**config.mk**
```make
export PLATFORM = sky130hd
export DESIGN_NAME = slip_frame_decoder_unit
export DESIGN_NICKNAME = d
export VERILOG_FILES = /design/src/sv/slipfd_pkg.sv /design/src/sv/slipfd_front.sv /design/src/sv/slipfd_queue.sv /design/src/sv/slipfd_back.sv /design/src/sv/slip_frame_decoder_unit.sv
export SDC_FILE = /design/constraint.sdc
export NUM_CORES = 1
export LEC_CHECK = 0
export ABC_AREA = 1
export BUFFER_PORTS_ARGS = -buffer_cell sky130_fd_sc_hd__buf_2
export CAP_MARGIN = 5
export CORE_UTILIZATION = 34
export DETAILED_ROUTE_END_ITERATION = 16
export PLACE_DENSITY = 0.6
export SYNTH_ARGS = -nofsm -noshare
export SYNTH_HDL_FRONTEND = slang
export SYNTH_SLANG_ARGS = --single-unit
```
**constraint.sdc**
```tcl
create_clock -name clk -period 5.2 [get_ports clk]
set_input_delay 1.04 -clock clk [delete_from_list [all_inputs] [get_ports clk]]
set_output_delay 1.04 -clock clk [all_outputs]
set_load 0.1 [all_outputs]
```
**src/sv/slipfd_pkg.sv**
```systemverilog
// Shared types and constants for the SLIP frame decoder.
`default_nettype none
package slipfd_pkg;

	localparam int MAX_FRAME   = 512;
	localparam int BYTE_W      = 8;
	localparam int LEN_W       = 10;
	localparam int CNT_W       = $clog2(MAX_FRAME + 1);
	localparam int QDEPTH      = 4;
	localparam int QPTR_W      = $clog2(QDEPTH);
	localparam int QCNT_W      = $clog2(QDEPTH + 1);
	localparam int IN_TDATA_W  = 8;
	localparam int OUT_TDATA_W = 24;
	localparam int OUT_PAD_W   = OUT_TDATA_W - (BYTE_W + LEN_W + 2);

	localparam logic [BYTE_W-1:0] FRAME_END = 8'hC0;
	localparam logic [BYTE_W-1:0] FRAME_ESC = 8'hDB;
	localparam logic [BYTE_W-1:0] XLAT_END  = 8'hDC;
	localparam logic [BYTE_W-1:0] XLAT_ESC  = 8'hDD;

	typedef enum logic {
		OP_STORE,
		OP_END
	} op_kind_t;

	typedef struct packed {
		op_kind_t            kind;
		logic [BYTE_W-1:0]   data;
		logic                bad;
	} op_t;

	typedef struct packed {
		logic full;
		logic empty;
	} q_status_t;

	typedef struct packed {
		logic [BYTE_W-1:0] data_byte;
		logic              last;
		logic [LEN_W-1:0]  frame_length;
		logic              truncated;
		logic              bad_escape;
	} result_t;

endpackage
`default_nettype wire

```
**src/sv/slipfd_front.sv**
```systemverilog
// Front end: accepts raw bytes, resolves escapes, issues store/end ops.
`default_nettype none
module slipfd_front (
	input  wire                                  clk,
	input  wire                                  arst_n,
	input  wire                                  enable,
	input  wire                                  s_axis_tvalid,
	output logic                                 s_axis_tready,
	input  wire  [slipfd_pkg::IN_TDATA_W-1:0]    s_axis_tdata,  // [7:0] in_byte
	input  wire  slipfd_pkg::q_status_t          q_status,
	output logic                                 push,
	output slipfd_pkg::op_t                      op
);
	import slipfd_pkg::*;

	logic              esc_q;
	logic              esc_d;
	logic              accept;
	logic [BYTE_W-1:0] in_byte;

	assign s_axis_tready = !q_status.full;
	assign accept        = s_axis_tvalid && s_axis_tready;
	assign in_byte       = s_axis_tdata[BYTE_W-1:0];

	always_comb begin
		push     = 1'b0;
		op.kind  = OP_STORE;
		op.data  = in_byte;
		op.bad   = 1'b0;
		esc_d    = esc_q;
		if (accept && enable) begin
			if (esc_q) begin
				esc_d = 1'b0;
				push  = 1'b1;
				priority if (in_byte == XLAT_END) begin
					op.data = FRAME_END;
				end else if (in_byte == XLAT_ESC) begin
					op.data = FRAME_ESC;
				end else begin
					op.bad = 1'b1;
				end
			end else if (in_byte == FRAME_END) begin
				push    = 1'b1;
				op.kind = OP_END;
			end else if (in_byte == FRAME_ESC) begin
				esc_d = 1'b1;
			end else begin
				push = 1'b1;
			end
		end
	end

	always_ff @(posedge clk or negedge arst_n) begin
		if (!arst_n) begin
			esc_q <= 1'b0;
		end else begin
			esc_q <= esc_d;
		end
	end

endmodule
`default_nettype wire

```
**src/sv/slipfd_queue.sv**
```systemverilog
// Short op queue between front and back ends.
`default_nettype none
module slipfd_queue (
	input  wire                    clk,
	input  wire                    arst_n,
	input  wire                    push,
	input  wire slipfd_pkg::op_t   push_op,
	input  wire                    pop,
	output slipfd_pkg::op_t        head_op,
	output slipfd_pkg::q_status_t  status
);
	import slipfd_pkg::*;

	op_t               mem_q [QDEPTH];
	logic [QPTR_W-1:0] wr_ptr_q;
	logic [QPTR_W-1:0] rd_ptr_q;
	logic [QCNT_W-1:0] cnt_q;
	logic              do_push;
	logic              do_pop;

	assign status.full  = (cnt_q == QCNT_W'(QDEPTH));
	assign status.empty = (cnt_q == '0);
	assign do_push      = push && !status.full;
	assign do_pop       = pop && !status.empty;
	assign head_op      = mem_q[rd_ptr_q];

	always_ff @(posedge clk) begin
		if (do_push) begin
			mem_q[wr_ptr_q] <= push_op;
		end
	end

	always_ff @(posedge clk or negedge arst_n) begin
		if (!arst_n) begin
			wr_ptr_q <= '0;
			rd_ptr_q <= '0;
			cnt_q    <= '0;
		end else begin
			if (do_push) begin
				wr_ptr_q <= wr_ptr_q + QPTR_W'(1);
			end
			if (do_pop) begin
				rd_ptr_q <= rd_ptr_q + QPTR_W'(1);
			end
			unique case ({do_push, do_pop})
				2'b10:   cnt_q <= cnt_q + QCNT_W'(1);
				2'b01:   cnt_q <= cnt_q - QCNT_W'(1);
				default: cnt_q <= cnt_q;
			endcase
		end
	end

endmodule
`default_nettype wire

```
**src/sv/slipfd_back.sv**
```systemverilog
// Back end: frame state, one-byte holdback and output register.
`default_nettype none
module slipfd_back (
	input  wire                        clk,
	input  wire                        arst_n,
	input  wire slipfd_pkg::op_t       head_op,
	input  wire slipfd_pkg::q_status_t q_status,
	output logic                       pop,
	output logic                       out_valid,
	input  wire                        out_ready,
	output slipfd_pkg::result_t        out_res
);
	import slipfd_pkg::*;

	logic [BYTE_W-1:0] held_byte_q;
	logic              held_valid_q;
	logic [CNT_W-1:0]  count_q;
	logic              ovf_q;
	logic              bad_q;
	logic              out_valid_q;
	result_t           out_res_q;

	logic              advance;
	logic              emit;
	result_t           res;
	logic [BYTE_W-1:0] held_byte_d;
	logic              held_valid_d;
	logic [CNT_W-1:0]  count_d;
	logic              ovf_d;
	logic              bad_d;

	assign advance   = !out_valid_q || out_ready;
	assign pop       = advance && !q_status.empty;
	assign out_valid = out_valid_q;
	assign out_res   = out_res_q;

	always_comb begin
		emit             = 1'b0;
		res.data_byte    = held_byte_q;
		res.last         = 1'b0;
		res.frame_length = '0;
		res.truncated    = 1'b0;
		res.bad_escape   = 1'b0;
		held_byte_d      = held_byte_q;
		held_valid_d     = held_valid_q;
		count_d          = count_q;
		ovf_d            = ovf_q;
		bad_d            = bad_q;
		if (pop) begin
			unique case (head_op.kind)
				OP_STORE: begin
					bad_d = bad_q | head_op.bad;
					if (count_q >= CNT_W'(MAX_FRAME)) begin
						ovf_d = 1'b1;
					end else begin
						emit         = held_valid_q;
						held_byte_d  = head_op.data;
						held_valid_d = 1'b1;
						count_d      = count_q + CNT_W'(1);
					end
				end
				OP_END: begin
					if (held_valid_q && count_q != '0) begin
						emit             = 1'b1;
						res.last         = 1'b1;
						res.frame_length = LEN_W'(count_q);
						res.truncated    = ovf_q;
						res.bad_escape   = bad_q;
						held_byte_d      = '0;
						held_valid_d     = 1'b0;
						count_d          = '0;
						ovf_d            = 1'b0;
						bad_d            = 1'b0;
					end
				end
				default: ;
			endcase
		end
	end

	always_ff @(posedge clk) begin
		if (advance && emit) begin
			out_res_q <= res;
		end
	end

	always_ff @(posedge clk or negedge arst_n) begin
		if (!arst_n) begin
			held_byte_q  <= '0;
			held_valid_q <= 1'b0;
			count_q      <= '0;
			ovf_q        <= 1'b0;
			bad_q        <= 1'b0;
			out_valid_q  <= 1'b0;
		end else begin
			held_byte_q  <= held_byte_d;
			held_valid_q <= held_valid_d;
			count_q      <= count_d;
			ovf_q        <= ovf_d;
			bad_q        <= bad_d;
			if (advance) begin
				out_valid_q <= emit;
			end
		end
	end

endmodule
`default_nettype wire

```
**src/sv/slip_frame_decoder_unit.sv**
```systemverilog
// Top level of the SLIP frame decoder: config register, front, queue, back.
// Throughput: one input word per cycle; s_axis_tready drops only when the op queue is full.
// After the word that releases a payload byte from the one-byte holdback (the next stored byte
// or the closing END) is accepted, that word passes the op queue and the byte leaves via the output register.
// Reset (arst_n low): enable clears, escape and frame state clear, queue and output empty.
`default_nettype none
module slip_frame_decoder_unit (
	input  wire                                   clk,
	input  wire                                   arst_n,
	input  wire                                   cfg_valid,
	output logic                                  cfg_ready,
	input  wire                                   cfg_data,
	input  wire                                   s_axis_tvalid,
	output logic                                  s_axis_tready,
	input  wire  [slipfd_pkg::IN_TDATA_W-1:0]     s_axis_tdata,  // [7:0] in_byte
	output logic                                  m_axis_tvalid,
	input  wire                                   m_axis_tready,
	// [7:0] data_byte, [17:8] frame_length, [18] truncated, [19] bad_escape, rest 0
	output logic [slipfd_pkg::OUT_TDATA_W-1:0]    m_axis_tdata,
	output logic                                  m_axis_tlast
);
	import slipfd_pkg::*;

	logic      enable_q;
	logic      push;
	logic      pop;
	op_t       push_op;
	op_t       head_op;
	q_status_t q_status;
	result_t   res;

	assign cfg_ready = 1'b1;

	always_ff @(posedge clk or negedge arst_n) begin
		if (!arst_n) begin
			enable_q <= 1'b0;
		end else if (cfg_valid && cfg_ready) begin
			enable_q <= cfg_data;
		end
	end

	slipfd_front u_front (
		.clk           (clk),
		.arst_n        (arst_n),
		.enable        (enable_q),
		.s_axis_tvalid (s_axis_tvalid),
		.s_axis_tready (s_axis_tready),
		.s_axis_tdata  (s_axis_tdata),
		.q_status      (q_status),
		.push          (push),
		.op            (push_op)
	);

	slipfd_queue u_queue (
		.clk     (clk),
		.arst_n  (arst_n),
		.push    (push),
		.push_op (push_op),
		.pop     (pop),
		.head_op (head_op),
		.status  (q_status)
	);

	slipfd_back u_back (
		.clk       (clk),
		.arst_n    (arst_n),
		.head_op   (head_op),
		.q_status  (q_status),
		.pop       (pop),
		.out_valid (m_axis_tvalid),
		.out_ready (m_axis_tready),
		.out_res   (res)
	);

	assign m_axis_tlast = res.last;
	assign m_axis_tdata = {OUT_PAD_W'(0), res.bad_escape, res.truncated,
		res.frame_length, res.data_byte};

	a_last_nonempty: assert property (@(posedge clk) disable iff (!arst_n)
		m_axis_tvalid && m_axis_tlast |-> res.frame_length != '0)
		else $error("frame closed with zero length");

	a_summary_only_on_last: assert property (@(posedge clk) disable iff (!arst_n)
		m_axis_tvalid && !m_axis_tlast |->
			res.frame_length == '0 && !res.truncated && !res.bad_escape)
		else $error("summary fields set on non-last word");

	a_no_push_when_disabled: assert property (@(posedge clk) disable iff (!arst_n)
		!enable_q |-> !push)
		else $error("op queued while disabled");

	a_queue_status: assert property (@(posedge clk) disable iff (!arst_n)
		!(q_status.full && q_status.empty))
		else $error("queue both full and empty");

endmodule
`default_nettype wire
```
==> results.md, run 1 <==
* Status: completed
* Post-synth EDFFs at 61
* GRT Residual Overflow at 0
* Crit path launch type: input pin
* Synth cell count leaders: 85 x nand2_1, 61 x edfxtp_1, 61 x nor2_1, 33 x inv_1, 31 x dfrtp_1
* Die X at 111 µm
* Post-synthesis sequential area ratio at 64.8%
* Top-area cell type share of the netlist area at 45.5%
* Drt initial violations at 126
* Max cap viols at 0
* Clock root buffer: clkbuf_16
* Reg2Reg Setup Slack at 2.74 ns
* Via count at 2548
* Total GRT Usage at 12.3%
* Setup Crit Path Kind: in2reg
* Vias per inst at 4.52
* Initial antenna violation count at 0
* Crit path DAT at 2.87 ns
* Worst Skew at 0.00892 ns
* Avg WL per Cell at 12.8 µm
* Final Hold Violating Endpoints at 0
* Critical path fanouts, max at 9
* #FFs+latches synth at 92
* Final nets at 438
* Critical Path Sink Type: flop
* Htree depth at 3
* YS warnings at 0
* Die Height at 111 µm
* Final Setup Violations at 0
* Die area at 12300 µm²
* Clk slew on worst S/H paths at 0.06 ns
* First-pass GRT wire length at 11700 µm
* Post-Synth Adder-Cell Area at 2.67%
* Required time worst endpoint at 5.42 ns
* Setup repair bufs after CTS at 0
* Slew @ Worst Pin at 0.969 ns
* RSZ-0062 raised after global routing: false
* Top-Level Pins at 42
* Ys flop type: edfxtp_1
* Post-synth ARST share at 33.7%
* TritonCTS Sinks at 92
* Final worst path period share at 51.0%
* Core region area at 11500 µm²
* FMAX at 0.377 GHz
* Syn Area/Cell at 10.5 µm²
* Routed Antenna Nets at 0
* Routed WL at 7190 µm
* Hold Crit Class: reg2reg
* Vias in the first global route at 2405
* Area delta synth->final at 13.2%
* Final setup TNS at 0 ns
* Clock latency on the worst-skew pair at 0.34 ns
* Final Max Slew Viols at 0
* Top-count cell post-synth: nand2_1
* Mapped Cells at 384
* Synth cell types at 32
* Main combinational cell family by area after synthesis: simple AND/OR/NAND/NOR gates
* Synthesized area at 4020 µm²
* GPL Wtd Cong at 0.791
* Tmin final at 2.65 ns
* Multiplexer share of the synthesized area at 0%
* Worst slew margin at 35.2%
* Drt first pass iters at 4
* Post-DP HPWL at 4910 µm
* Area contributors post-synth: edfxtp_1 46%, dfrtp_1 19%, nand2_1 7.9%, nor2_1 5.7%, o21ai_0 3.2%
* Complex-gate fraction of the synthesized area at 5.69%
* Layout cells sized above 1 at 15.2%
* Initial Util at 35.1%
* Number of fill cells in the layout at 1104
* # DRC at 0
* Antenna diodes at 0
* Post-cts resize count at 0
* Max clock buf depth at 2
* Largest net degree at the start of global routing at 32
* Buffers on Ports at 36
* Simple-gate portion of the synthesized area at 19.1%
* XOR/XNOR Fraction of Synth Area at 1.31%
* CTS Buf Count at 9
* Row cnt at 39
* TritonCTS clock tree: yes
* Synth area leader: edfxtp_1
* # hold bufs at CTS at 0
==> state kept, by name, summed over array words and instances (netlist names) <==
name and cells:
u_queue.cnt_q 3, u_queue.rd_ptr_q 2, u_back.out_res 21, u_front.esc_q 1, u_back.bad_q 1, u_back.count_q 10, u_back.held_byte_q 8, u_queue.wr_ptr_q 2
u_back.ovf_q 1, enable_q 1, u_back.out_valid 1, u_back.held_valid_q 1, u_queue.mem_q 40
==> area by class of cell <==
type	instances	area, µm²	area share, %
Sequential cell	92	2610	57.2
Multi-Input combinational cell	241	1180	25.8
Clock buffer	13	250	5.49
Timing Repair Buffer	37	188	4.12
Tap cell	143	179	3.93
Inverter	35	131	2.88
Clock inverter	3	23.8	0.522
==> final timing paths <==
check,endpoint,depth (start not counted),from
worst max register to register,u_back.out_res[17],7,u_queue.rd_ptr_q[1]
worst min-delay path,u_back.out_res[19],0,u_back.held_byte_q[6]
min in group asynchronous,enable_q,1,arst_n
worst min register to register,u_back.out_res[19],0,u_back.held_byte_q[6]
max in group asynchronous,u_back.held_byte_q[6],1,arst_n
worst max-delay path,u_queue.cnt_q[2],11,s_axis_tdata[6]
==> cell families after synthesis <==
group	after synthesis
AOI/OAI and AO/OA	40
other	2
xor gates and xnor gates	6
DFF	92
buffers and inverters	54
adders and majority gates	8
and+or+nand+nor	182
==> metrics by stage <==
stage	cell area [µm²]	setup slack, ns	cells	util [%]	hold slack, ns
after CTS	4560	2.56	564	39.7	0.453
after global routing	4560	2.32	564	39.7	0.463
after detailed placement	4280	2.20	548	37.3	0.438
after floorplan	4040	2.50	387	-	0.425
after global placement	4280	2.25	548	37.3	0.437
final	4560	2.55	564	39.7	0.453
==> cell usage in the layout, fill, tap and decap left out, drive strengths merged <==
cell type	synthesis	routed
nand2	93	93
nor3	4	4
inv	35	35
ha	7	7
nand3	17	17
dfrtp	31	31
o22ai	8	8
o21a	1	1
fa	1	1
clkinvlp	0	2
o31ai	1	1
buf	14	37
a21oi	3	3
o21ai	26	26
nand3b	1	1
xnor2	1	1
conb	2	5
clkbuf	5	13
nor4	1	1
o211ai	1	1
nand4	3	3
xor2	5	5
edfxtp	61	61
clkinv	0	1
nor2	63	63
==> worst max-delay path: stages <==
cell and delay (ns):
buf_2 0.13, nand2_1 0.11, nor3_1 0.26, nand3_1 0.15, nand2_2 0.18, ha_1 0.17
inv_1 0.06, fa_1 0.37, a21oi_1 0.14, o21ai_0 0.11, xor2_1 0.15
==> routing by layer <==
| layer | vias to the layer above | wire length (µm) | track usage (%) |
|---|---|---|---|
| li1 | 1319 | - | - |
| met1 | 1164 | 3480 | 16.1 |
| met2 | 59 | 3280 | 19.3 |
| met3 | 6 | 352 | 3.99 |
| met4 | 0 | 85 | 4.00 |
| met5 | - | 0 | 0 |
Power of run 1 is not shown: default switching activity piles up to over one toggle a cycle in this logic, so the estimate is an artifact.
==> run 2: changes to the inputs <==
clock period = 2.59 ns   (was 5.2 ns; I/O delays follow)
==> results.md, run 2 (synthesis results as in run 1) <==
* TritonCTS clock tree: yes
* FMAX at 0.450 GHz
* First-pass GRT wire length at 12300 µm
* Area delta synth->final at 15.1%
* Routed WL at 7260 µm
* Post-route design area at 4630 µm²
* Setup Crit Path Kind: reg2reg
* Layout cells sized above 1 at 16.7%
* Most frequent cells in the layout: 84 x nand2_1, 61 x nor2_1, 61 x edfxtp_1
* Most Used Layer, Global Route: met2
* M2 GR Usage at 19.8%
* Crit path launch type: flop
* Register area at 2610 µm²
* Clk slew on worst S/H paths at 0.06 ns
* Tmin final at 2.22 ns
* Max clock buf depth at 2
* Post-DP HPWL at 5050 µm
* Drt first pass iters at 4
* CP max stage delay at 0.75 ns
* Setup repair bufs after CTS at 0
* Antenna diodes at 0
* Final Max Slew Viols at 0
* Avg WL per Cell at 12.8 µm
* Area occupied by multi-input gates at 1180 µm²
* Hold Crit Class: in2async
* WP depth at 7
* Initial antenna violation count at 0
* Final setup TNS at 0 ns
* GRT Residual Overflow at 0
* Largest register FFs at 40
* Worst Skew at 0.00769 ns
* Max cap viols at 0
* RSZ-0062 raised after global routing: false
* DP Cell Count at 552
* Routed Antenna Nets at 0
* # DRC at 0
* Status: completed
* Die area at 12300 µm²
* Drt initial violations at 92
* Row cnt at 39
* DP Area at 4310 µm²
* GPL Wtd Cong at 0.793
* # hold bufs at CTS at 0
* Total GRT Usage at 12.7%
* Required time worst endpoint at 2.55 ns
* Final worst slack at 0.367 ns
* Slew @ Worst Pin at 0.996 ns
* Critical Path Sink Type: flop
* Core region area at 11500 µm²
* CP max-delay cell: nor2_1
* Via count at 2606
* Non-Filler Instances at 568
* Initial Util at 35.1%
* Crit path DAT at 2.18 ns
* Htree depth at 3
* Largest net degree at the start of global routing at 32
* Worst slew margin at 33.3%
* Die Height at 111 µm
* Die X at 111 µm
* Final worst path period share at 85.8%
* Top-Level Pins at 42
* Final nets at 442
* Final Setup Violations at 0
* Clock latency on the worst-skew pair at 0.34 ns
* Number of fill cells in the layout at 1115
* Placement Setup Slack at 0.218 ns
* TritonCTS Sinks at 92
* Met3 usage at 4.05%
* CTS Buf Count at 9
* Worst path bufs/invs at 1
* Vias in the first global route at 2537
* Worst R2R Path Depth at 7
* Commonest non-fill, non-tap cell in the layout: nand2_1
* Clock root buffer: clkbuf_16
* Top reg by flops: u_queue.mem_q
* Family with the most delay on the worst path: simple AND/OR/NAND/NOR gates
* Crit-path cells: nor2_4 -> nand2_2 -> nand2_1 -> nor2_1 -> nand2_2 -> buf_4 -> nor2_1
* Post-cts resize count at 0
* GR Util met1 at 16.8%
* Buffers on Ports at 36
* Vias per inst at 4.59
* Final Hold Violating Endpoints at 0
* Critical path fanouts, max at 10
run 2: layer usage:
layer,share of wire (%),vias to the layer above
met5,0,-
met4,1.1,0
met3,4.4,8
met2,47,55
met1,47,1221
li1,-,1322
run 2: path summary, 6_finish.rpt:
| kind | from | endpoint | slack [ns] |
|---|---|---|---|
| max | u_queue.cnt_q[0] | u_queue.mem_q[0][5] | 0.37 |
| min | arst_n | u_queue.wr_ptr_q[1] | 0.24 |
| max reg2reg | u_queue.cnt_q[0] | u_queue.mem_q[0][5] | 0.37 |
| min reg2reg | u_back.held_byte_q[6] | u_back.out_res[19] | 0.45 |
| max in group asynchronous | arst_n | u_back.count_q[2] | 1.85 |
| min in group clk | cfg_valid | enable_q | 0.38 |
run 2: layout make-up:
| class | count | share of cell area [%] |
|---|---|---|
| tap | 143 | 3.86 |
| timing repair buffer | 41 | 4.70 |
| clock buffer | 10 | 4.94 |
| sequential | 92 | 56.3 |
| inverter | 35 | 2.84 |
| multi-input combinational | 241 | 25.4 |
| clock inverter | 6 | 1.92 |
run 2: worst reg2reg max path, delay by kind of cell (launching register included):
family | cells | cell delay (ns)
buf+inv | 1 | 0.16
flops | 1 | 0.42
simple gates | 6 | 1.25
run 2: through the flow:
| stage | utilization [%] | hold slack, ns |
|---|---|---|
| floorplan | - | 0.222 |
| global placement | 37.6 | 0.433 |
| detailed placement | 37.6 | 0.440 |
| CTS | 40.4 | 0.268 |
| global route | 40.4 | 0.291 |
| finish | 40.4 | 0.242 |
Power of run 2 is left out for the same reason.
